$ cat src/rtl/core/wpau_pkg.sv
// shared types and constants of the walking pattern avoidance update block
// no dependencies
package wpau_pkg;

  localparam int DEF_MAX_SIZE    = 64;
  localparam int DEF_MAX_WALK    = 64;
  localparam int DEF_QUEUE_DEPTH = 8192;

  localparam int PROG_W    = 6;
  localparam int CFG_W     = 64;
  localparam int CFG_IDX_W = 2;

  localparam logic [CFG_IDX_W-1:0] REG_WALK_LENGTH     = 2'd0;
  localparam logic [CFG_IDX_W-1:0] REG_WALK_VALUES     = 2'd1;
  localparam logic [CFG_IDX_W-1:0] REG_WALK_DIRECTIONS = 2'd2;
  localparam logic [CFG_IDX_W-1:0] REG_MATRIX_SIZE     = 2'd3;

  typedef struct packed {
    logic clear;
    logic accept;
    logic fetch;
    logic read;
    logic calc;
    logic push_right;
  } wpau_cmd_t;

  typedef struct packed {
    logic clear_last;
    logic hit;
    logic finish;
  } wpau_sts_t;

endpackage

$ cat src/rtl/core/wpau_ctrl.sv
// sequencer of the walking pattern avoidance update block
// depends on wpau_pkg
module wpau_ctrl import wpau_pkg::*; (
  input  logic      clk,
  input  logic      rst,
  input  logic      start,
  input  wpau_sts_t sts,
  output wpau_cmd_t cmd,
  output logic      busy
);

  localparam logic [2:0] ST_CLEAR = 3'd0;
  localparam logic [2:0] ST_IDLE  = 3'd1;
  localparam logic [2:0] ST_FETCH = 3'd2;
  localparam logic [2:0] ST_READ  = 3'd3;
  localparam logic [2:0] ST_CALC  = 3'd4;
  localparam logic [2:0] ST_PUSHR = 3'd5;

  logic [2:0] state;
  logic [2:0] state_next;

  assign busy = (state != ST_IDLE);

  always_comb begin
    state_next = state;
    cmd = '0;
    unique case (state)
      ST_CLEAR: begin
        cmd.clear = 1'b1;
        if (sts.clear_last) state_next = ST_IDLE;
      end
      ST_IDLE: begin
        if (start) begin
          cmd.accept = 1'b1;
          state_next = ST_FETCH;
        end
      end
      ST_FETCH: begin
        cmd.fetch = 1'b1;
        state_next = ST_READ;
      end
      ST_READ: begin
        cmd.read = 1'b1;
        state_next = ST_CALC;
      end
      ST_CALC: begin
        cmd.calc = 1'b1;
        state_next = sts.hit ? ST_IDLE : ST_PUSHR;
      end
      ST_PUSHR: begin
        cmd.push_right = 1'b1;
        state_next = sts.finish ? ST_IDLE : ST_FETCH;
      end
      default: state_next = ST_IDLE;
    endcase
    // out of range cell: result right away, stay idle
    if (state == ST_IDLE && start && !sts.finish) state_next = ST_IDLE;
  end

  always_ff @(posedge clk) begin
    if (rst) begin
      state <= ST_CLEAR;
    end else begin
      state <= state_next;
    end
  end

endmodule

$ cat config.mk
export PLATFORM = sky130hd
export DESIGN_NAME = wpau_ctrl
export DESIGN_NICKNAME = d
export VERILOG_FILES = /design/src/rtl/core/wpau_pkg.sv /design/src/rtl/core/wpau_ctrl.sv
export SDC_FILE = /design/constraint.sdc
export NUM_CORES = 1
export LEC_CHECK = 0
export ABC_AREA = 1
export BUFFER_PORTS_ARGS = -buffer_cell sky130_fd_sc_hd__clkbuf_2
export CAP_MARGIN = 0
export CORE_AREA = 4 4 41 43
export DETAILED_ROUTE_END_ITERATION = 16
export DIE_AREA = 0 0 45 47
export GPL_TIMING_DRIVEN = 0
export PLACE_DENSITY_LB_ADDON = 0.2
export SYNTH_ARGS = -nofsm -noshare
export SYNTH_HDL_FRONTEND = slang
export SYNTH_SLANG_ARGS = --single-unit
$ cat constraint.sdc
create_clock -name clk -period 1.2 [get_ports clk]
set_clock_uncertainty 0.1 [all_clocks]
set_input_delay 0.12 -clock clk [delete_from_list [all_inputs] [get_ports clk]]
set_output_delay 0.12 -clock clk [all_outputs]
set_load 0.05 [all_outputs]
After elaboration in Yosys (flattened, before gate mapping) --
Index checks and enable logic that the tools add are counted.
Word-level totals: register bits 3, latch bits 0, RAM bits 0, ROM bits 0, input port bits 6, output and inout port bits 7, word-level logic and storage cells 32, memories 0
Cells by class: add/sub/neg operators 0, multipliers 0, divide/modulo/power cells 0, $lt $le $gt $ge 0, equality and inequality tests 10, shift operators 0, muxes and demuxes 13, bitwise operators 0, reduce and logical (&&, ||, !) cells 7
Operators by type and width (number):
- one-hot mux 3 bit (6 select lines) | 1
- 2-to-1 mux 3 bit | 3
- 2-to-1 mux 1 bit | 8
- equality test 3 x 2 -> 1 bit (second input constant) | 2
- equality test 3 bit (second input constant) | 2
- != test 2 bit (second input constant) | 2
- AND reduction 2 bit | 2
- equality test 3 x 1 -> 1 bit (second input constant) | 1
- zero test 3 bit | 1
- != test 3 x 1 -> 1 bit (second input constant) | 1
- != test 3 x 2 -> 1 bit (second input constant) | 1
- != test 3 bit (second input constant) | 1
- logical AND 1 bit | 2
- 2-to-1 mux 2 bit | 1
- OR reduction 2 bit | 1
- zero test 1 bit | 1

Logic depth before layout (Yosys ltp) --
Gate-level depths: netlist (run 1).
word-level depth 5, gate-level depth with buffers 6, depth with buffers taken out 6

Least setup slack after synthesis (run 1) --
OpenSTA, ideal clock, no wires.
path kind reg-to-output, start point reg state[0], end point out cmd[0] in the netlist's numbering, data arrival time 1541 ps, setup slack -561 ps, cell stages (with the launch flop) 3, cells stage by stage dfxtp_1 -> inv_1 -> nor3_1
RTL lines:
- from (decl) | line wpau_ctrl.sv:19 | logic [2:0] state;
- from (signal assigned) | line wpau_ctrl.sv:64 | state <= state_next;
- to (decl) | line wpau_ctrl.sv:8 | output wpau_cmd_t cmd,

==> flow_summary.ini, run 1 <==
[status]
status = finished with violations
violations = setup timing

[clock_network]
clk_pin_slew_worst_paths_ns = 0.03
clock_path_buffers = 2
clk_latency_ns = 0.23
cts_made_buffers = 3
cts-root-buf = clkbuf_4
cts_htree_levels = 1
cts_num_sinks = 3
cts_tree = yes

[detailed_routing]
antenna_left = 0
drt_iter0_drc = 0
vias = 314
wl_met2_um = 401
top_layer = met3
wl_per_cell_um = 9.71
met3WireLength_um = 35
drt_pre_antenna_iters = 1
avgViaCountPerCell = 4.08
finalWirelength_um = 748
remaining_drc_errors = 0
met1_length_um = 311

[floorplanning]
coreArea_mm2 = 0.00130
die-area_mm2 = 0.00212
start_util_pct = 16.1
die_h_um = 47
ios = 13
die_w_um = 45
fp-row-count = 13

[pwr]
ir_drop_mv = 0.950
cell_internal_pwr_w = 0.000409
leakagePower_nw = 0.247
seq_power_share_pct = 21.0
power_switching_w = 0.000283
netSwitchingFraction_pct = 40.9
clkPwrFrac_pct = 25.1
power_frac_comb_pct = 53.9
powerDensity_mw_per_mm2 = 1270

[yosys]
synthFlopType = dfxtp_1
synth.avg_cell_area_um2 = 5.80
syn_area_um2 = 209
ys_types = 14
syn_inst = 36
yosysSeqAreaShare_pct = 28.7
netlist_top_cells_count = nor2_1 (9), inv_1 (7), nand2_1 (4)
yosysMostFrequentCell = nor2_1
yosys_register_bits = 3
synth_area_leaders = dfxtp_1 (29%), nor2_1 (16%), inv_1 (13%)
async_reset_ff_share_pct = 0
synth_top_area_cell = dfxtp_1
syn_nets = 42
synth_edf_count = 0
netlist.area_leader.share_pct = 28.7
yosys_warnings = 0

[setup_path]
critical_path.top_delay_family = flip-flops
critPathLaunchType = register
crit_start = state[0]$_SDFFE_PP0P_
cpMostUsedCell = nor2_4
crit_path_end_kind = output port
arrival_ns = 1.04
critPathKind = reg2out
crit_buf_inv = 2
reg2reg_from = state[0]$_SDFFE_PP0P_
cpMaxStageDelayCell = dfxtp_4
max_stage_delay_ns = 0.37
crit_path_max_fanout = 6
regToRegSetupSlack_ns = 0.01
r2r_end = state[0]$_SDFFE_PP0P_
path_cells = nor2_4, inv_2, nor2_4, buf_8
ff2ff_path_depth = 7
critPathRequiredTime_ns = 0.98

[hold_path]
hold_depth = 4
min_to = state[2]$_SDFFE_PP0P_
min-delay-start = sts[1]
hold_class = in2reg

[sta]
rsz0062_at_grt = true
setup_ws_ns = -0.0603
finalSetupTns_ns = -0.197
fin_crit_ns = 1.26
period_share_pct = 105
maxSlewHeadroom_pct = 86.0
setup_viol = 6
fmax_mhz = 793
finalHoldViolCount = 0
worst_pin_slew_ns = 0.209
slew_viol_final = 0

[cells_and_area]
drive_above_1_share_pct = 69.4
reg_top3 = state: 3 flops
design_area_um2 = 543
antennaDiodeCount = 0
regMostFlops = state
largest_reg_flops = 3
fillerInstances = 146
fin_nets = 69
area_delta_synth_final_pct = 160

[place]
port_buffers = 12
gp_congestion = 0.714
hpwl_um = 478
dpl_cell_area_um2 = 303

[job]
maxCapViolCount = 0

[grt]
grt_pass1_vias = 247
antenna_found_initial = 0
grtUsageTotal_pct = 7.34
grt-ovfl-total = 0
grt_pass1_wl_mm = 1.11
grt_start_max_net_pins = 8
## tightest hold or removal path: stages
cell	delay, ns
clkbuf_2	0.09
o22ai_2	0.06
inv_1	0.06
nor2_1	0.04
## what timing repair did
item | in CTS | in global routing
gates resized for setup | 27 | 17
pin swaps | 3 | 5
buffers inserted | 2 | 7
hold endpoints to repair | 1 | 0
endpoints found under the setup margin | 9 | 9
hold buffers | 1 | 0
## layout make-up
class,count,area [um^2],share of cell area (%)
inverter,8,37.5,6.91
timing repair buffer,22,205,37.8
clock buffer,4,26.3,4.84
tap,15,18.8,3.46
sequential,3,71.3,13.1
multi-input combinational,25,184,33.9
## per-layer routing
metal	global-route usage [%]	vias to the layer above
li1	-	169
met1	9.07	139
met2	10.5	6
met3	4.98	0
met4	1.75	0
met5	0	-
## cells by family (layout without fill, tap and decap cells)
kind of cell | after synthesis | count (layout) | synth area share (%)
AND/OR/NAND/NOR | 21 | 21 | 46.1
flip-flops | 3 | 3 | 28.7
buffers and inverters | 8 | 34 | 14.4
AO/OA/AOI/OAI | 4 | 4 | 10.8
## cells in the final DEF, fill, tap and decap left out
master | Yosys | layout
a21oi_2 | 0 | 1
a31oi_1 | 1 | 1
buf_4 | 0 | 9
buf_8 | 0 | 5
clkbuf_1 | 0 | 1
clkbuf_2 | 0 | 5
clkbuf_4 | 0 | 3
clkbuf_8 | 0 | 2
dfxtp_4 | 0 | 3
dlygate4sd3_1 | 0 | 1
inv_1 | 7 | 3
inv_2 | 1 | 3
inv_4 | 0 | 1
inv_6 | 0 | 1
nand2_1 | 4 | 2
nand2_2 | 0 | 2
nand3_1 | 3 | 3
nand3_4 | 0 | 1
nand4_1 | 1 | 1
nor2_1 | 9 | 4
nor2_4 | 0 | 5
nor3_1 | 2 | 1
nor3_2 | 0 | 1
o21ai_0 | 1 | 1
o22ai_2 | 0 | 1
or2_1 | 1 | 1
## worst max-delay path by stage
stage                                 end  slack (ns)  depth (start not counted)
floorplan           state[1]$_SDFFE_PP0P_       -0.17                          5
global placement                   cmd[5]       -0.05                          4
detailed placement                 cmd[5]       -0.04                          4
CTS                                cmd[5]       -0.07                          4
global route                       cmd[5]       -0.10                          4
finish                             cmd[5]       -0.06                          4
## power groups by stage
stage / Combinational [W] / Clock, W / Sequential [W]
finish: 0.000373 / 0.000173 / 0.000145
global route: 0.000394 / 0.000199 / 0.000147
CTS: 0.000285 / 0.000183 / 0.000143
detailed placement: 0.000216 / 0 / 0.000134
global placement: 0.000217 / 0 / 0.000136
floorplan: 0.000172 / 0 / 0.000129
## stage by stage
step	hold WS, ns	power [W]	setup WS (ns)	cells	util [%]
finish	0.0902	0.000691	-0.0603	77	41.7
global route	0.110	0.000741	-0.103	77	41.7
CTS	0.0752	0.000612	-0.0687	70	34.3
detailed placement	0.191	0.000350	-0.0417	63	23.3
global placement	0.195	0.000352	-0.0490	63	23.3
floorplan	0.0891	0.000301	-0.175	36	-
No activity file was read; power rests on OpenSTA's default activity.
==> run 2: changes to the inputs <==
--- a/config.mk
+++ b/config.mk
@@ -13,6 +13,7 @@
 export DIE_AREA = 0 0 45 47
 export GPL_TIMING_DRIVEN = 0
 export PLACE_DENSITY_LB_ADDON = 0.2
+export SETUP_SLACK_MARGIN = 0.1
 export SYNTH_ARGS = -nofsm -noshare
 export SYNTH_HDL_FRONTEND = slang
 export SYNTH_SLANG_ARGS = --single-unit
==> flow_summary.ini, run 2 (synthesized netlist as in run 1, its figures left out) <==
[cells_and_area]
reg_top3 = state: 3 flops
regMostFlops = state
largest_reg_flops = 3
fin_nets = 67
drive_above_1_share_pct = 66.7
antennaDiodeCount = 0
area_delta_synth_final_pct = 162
fin_cells = 75
layout_common_cells = buf_8 (6), buf_4 (6), clkbuf_2 (5)

[clock_network]
cts_htree_levels = 1
clock_path_buffers = 2
cts-root-buf = clkbuf_4
cts_made_buffers = 3
clk_latency_ns = 0.23
cts_tree = yes
cts_num_sinks = 3
clk_pin_slew_worst_paths_ns = 0.04

[place]
port_buffers = 12
place_ws_ns = -0.0299
hpwl_um = 499
gp_congestion = 0.643
place_inst = 63

[floorplanning]
start_util_pct = 16.1
coreArea_mm2 = 0.00130
die_w_um = 45
die-area_mm2 = 0.00212
die_h_um = 47
fp-row-count = 13
ios = 13

[grt]
grt_pass1_wl_mm = 1.26
grt_pass1_vias = 312
grt_start_max_net_pins = 8
antenna_found_initial = 0
grt-ovfl-total = 0
grtUsageTotal_pct = 8.21

[detailed_routing]
finalWirelength_um = 734
antenna_left = 0
remaining_drc_errors = 0
avgViaCountPerCell = 4.21
drt_pre_antenna_iters = 4
wl_per_cell_um = 9.79
drt_iter0_drc = 2
vias = 316

[status]
status = finished with violations
violations = setup timing

[sta]
setup_viol = 8
rsz0062_at_grt = true
finalHoldViolCount = 0
setup_ws_ns = -0.0815
worst_pin_slew_ns = 0.208
period_share_pct = 107
slew_viol_final = 0
fin_crit_ns = 1.28
maxSlewHeadroom_pct = 86.0
fmax_mhz = 780

[setup_path]
critPathLaunchType = register
cpMaxStageDelayCell = dfxtp_4
critPathRequiredTime_ns = 0.98
critPathKind = reg2out
crit_path_end_kind = output port
path_cells = nor2_4, nand2_2, clkinvlp_4, clkbuf_16
crit_path_max_fanout = 7
arrival_ns = 1.06
critical_path.top_delay_family = flip-flops
crit_buf_inv = 2
max_stage_delay_ns = 0.37

[job]
maxCapViolCount = 0

[pwr]
powerDensity_mw_per_mm2 = 1280
ir_drop_mv = 0.584
leakagePower_nw = 0.236

[hold_path]
hold_class = in2reg
[run 2: changes by cell type in the layout (fill, tap and decap cells not counted), moves of 2 or more]
| cell | before | now |
|---|---|---|
| nor3_4 | 0 | 2 |
| clkbuf_8 | 2 | 0 |
| nor2_4 | 5 | 3 |
| nor2_2 | 0 | 2 |
| buf_4 | 9 | 6 |
[run 2: final timing paths]
kind | startpoint | endpoint | slack [ns] | depth (start not counted)
worst max-delay path | state[1]$_SDFFE_PP0P_ | cmd[1] | -0.08 | 4
worst min-delay path | sts[1] | state[2]$_SDFFE_PP0P_ | 0.07 | 4
worst max register to register | state[1]$_SDFFE_PP0P_ | state[2]$_SDFFE_PP0P_ | -0.01 | 6
worst min register to register | state[2]$_SDFFE_PP0P_ | state[2]$_SDFFE_PP0P_ | 0.57 | 4
[run 2: tightest hold or removal path: stages]
cell and delay (ns):
clkbuf_2 0.08, o22ai_1 0.06, inv_1 0.06, nor2_1 0.04
[run 2: per-layer routing]
metal  vias up  global-route usage, %  wire [um]
met2         8                   12.4        393
met3         0                   1.15         33
met5         -                      0          0
met1       144                   10.9        307
met4         0                   5.26          0
li1        164                      -          -
[run 2: final cells by class]
cell class / count / area [um^2]
well taps: 15 / 18.8
clock buffers: 4 / 26.3
flip-flops and latches: 3 / 71.3
fillers: 135 / 754
multi-input cells: 25 / 183
repair buffers: 20 / 206
inverters: 8 / 41.3
[run 2: per-stage QoR]
stage          instance area (um^2)  power (W)  TNS, ns  utilization [%]  hold slack [ns]
2_1_floorplan                   268   0.000329        0                -           0.0817
4_1_cts                         528   0.000680   -0.463             40.6           0.0742
3_5_place_dp                    347   0.000379  -0.0486             26.6            0.190
6_report                        547   0.000698   -0.295             42.0           0.0734
5_1_grt                         547   0.000741   -0.848             42.0            0.109
3_3_place_gp                    347   0.000379  -0.0521             26.6            0.185
[run 2: what timing repair did]
action,4_1_cts,5_1_grt
hold endpoints to repair,1,0
gates cloned,0,0
gates resized for setup,25,7
pin swaps,9,4
buffers inserted,6,1
hold buffers,1,0
endpoints found under the setup margin,9,10
[run 2: where the power goes]
part | internal (W) | total, W | switching [W]
clock | 0.000125 | 0.000177 | 0.0000526
combinational | 0.000170 | 0.000373 | 0.000203
sequential | 0.000114 | 0.000148 | 0.0000336
total | 0.000408 | 0.000698 | 0.000289
==> run 3: changes to the inputs <==
--- a/config.mk
+++ b/config.mk
@@ -8,10 +8,13 @@
 export ABC_AREA = 1
 export BUFFER_PORTS_ARGS = -buffer_cell sky130_fd_sc_hd__clkbuf_2
 export CAP_MARGIN = 0
+export CELL_PAD_IN_SITES_DETAIL_PLACEMENT = 1
+export CELL_PAD_IN_SITES_GLOBAL_PLACEMENT = 1
 export CORE_AREA = 4 4 41 43
 export DETAILED_ROUTE_END_ITERATION = 16
 export DIE_AREA = 0 0 45 47
 export GPL_TIMING_DRIVEN = 0
+export HOLD_SLACK_MARGIN = 0.05
 export PLACE_DENSITY_LB_ADDON = 0.2
 export SETUP_SLACK_MARGIN = 0.1
 export SYNTH_ARGS = -nofsm -noshare
==> flow_summary.ini, run 3 (synthesized netlist as in run 1, its figures left out) <==
[status]
status = finished with violations
violations = setup timing

[cells_and_area]
reg_top3 = state: 3 flops
fin_nets = 67
fin_cells = 75
fillerInstances = 160
largest_reg_flops = 3
drive_above_1_share_pct = 66.7
area_delta_synth_final_pct = 159
antennaDiodeCount = 0
regMostFlops = state
layout_common_cells = buf_8 (6), buf_4 (6), clkbuf_2 (5)
fin_util_pct = 41.6

[pwr]
power_frac_comb_pct = 53.9
clkPwrFrac_pct = 25.1
power_switching_w = 0.000287
cell_internal_pwr_w = 0.000412
seq_power_share_pct = 21.0
netSwitchingFraction_pct = 41.0
powerDensity_mw_per_mm2 = 1290
leakagePower_nw = 0.234
ir_drop_mv = 0.438

[clock_network]
cts_num_sinks = 3
cts_tree = yes
cts-root-buf = clkbuf_4
clock_path_buffers = 2
clk_pin_slew_worst_paths_ns = 0.04
cts_htree_levels = 1
clk_latency_ns = 0.23
cts_made_buffers = 3

[setup_path]
critPathLaunchType = register
critPathRequiredTime_ns = 0.98
arrival_ns = 1.06
critPathKind = reg2out
crit_path_max_fanout = 6
crit_path_end_kind = output port

[hold_path]
hold_class = in2reg

[sta]
setup_ws_ns = -0.0812
fmax_mhz = 781
rsz0062_at_grt = true
maxSlewHeadroom_pct = 85.7
finalHoldViolCount = 0
worst_pin_slew_ns = 0.213
setup_viol = 6
fin_crit_ns = 1.28
period_share_pct = 107
finalSetupTns_ns = -0.340
slew_viol_final = 0

[floorplanning]
die-area_mm2 = 0.00212
die_h_um = 47
die_w_um = 45
start_util_pct = 16.1
fp-row-count = 13
coreArea_mm2 = 0.00130
ios = 13

[place]
hpwl_um = 550
port_buffers = 12
place_inst = 63
gp_congestion = 0.627

[detailed_routing]
antenna_left = 0
drt_iter0_drc = 0
vias = 309
wl_per_cell_um = 11.1
finalWirelength_um = 834
drt_pre_antenna_iters = 1
avgViaCountPerCell = 4.12
remaining_drc_errors = 0

[grt]
grtUsageTotal_pct = 9.07
grt_use_met2_pct = 15.8
antenna_found_initial = 0
use_met3_pct = 1.15
grt_pass1_vias = 322
grtUsageMet1_pct = 9.28
grt_pass1_wl_mm = 1.32
grt-ovfl-total = 0
busiest_layer = met2
grt_start_max_net_pins = 8

[job]
maxCapViolCount = 0
-- run 3: cell counts in the layout (fill, tap and decap cells not counted) --
Identical to the previous run, type by type.
-- run 3: what timing repair did --
| action | in CTS | in global routing |
|---|---|---|
| buffers inserted | 4 | 4 |
| pin swaps | 2 | 3 |
| hold buffers | 1 | 0 |
| gates resized for setup | 21 | 11 |
| endpoints found under the setup margin | 10 | 10 |
| hold endpoints to repair | 1 | 0 |
-- run 3: layout make-up --
class,instances,area (um^2),share of cell area (%)
Multi-Input combinational cell,25,180,33.3
Timing Repair Buffer,20,206,38.1
Inverter,8,38.8,7.16
Tap cell,15,18.8,3.46
Sequential cell,3,71.3,13.2
Clock buffer,4,26.3,4.85
-- run 3: worst paths after layout --
path	from	end	slack, ns	depth (start not counted)
setup reg to reg	state[0]$_SDFFE_PP0P_	state[0]$_SDFFE_PP0P_	0.01	7
hold reg to reg	state[0]$_SDFFE_PP0P_	state[0]$_SDFFE_PP0P_	0.56	3
setup / recovery	state[0]$_SDFFE_PP0P_	cmd[1]	-0.08	4
hold / removal	sts[1]	state[2]$_SDFFE_PP0P_	0.08	4
-- run 3: power groups by stage --
stage                     logic [W]  clock network, W  registers, W
after detailed placement   0.000238                 0      0.000144
after global routing       0.000405          0.000191      0.000149
after floorplan            0.000192                 0      0.000137
after global placement     0.000238                 0      0.000144
after CTS                  0.000313          0.000185      0.000149
final                      0.000376          0.000175      0.000147
-- run 3: stage by stage --
step	power (W)	hold slack, ns	worst slack [ns]	cell area (um^2)
finish	0.000698	0.0810	-0.0812	542
global route	0.000745	0.102	-0.139	542
CTS	0.000646	0.0711	-0.0917	494
detailed placement	0.000382	0.187	-0.0346	347
global placement	0.000382	0.179	-0.0350	347
floorplan	0.000329	0.0817	0.00484	268
-- run 3: critical path: stages, from the launching register on --
cell and delay, ns:
dfxtp_4 0.37, nor2_4 0.14, nand2_2 0.09, clkinvlp_4 0.08
clkbuf_16 0.15
-- run 3: routing by layer --
metal	vias to the layer above	routed length (um)	share of wire [%]
met5	-	0	0
met4	0	14	1.7
met3	2	25	3.0
met2	7	441	53
met1	138	352	42
li1	162	-	-
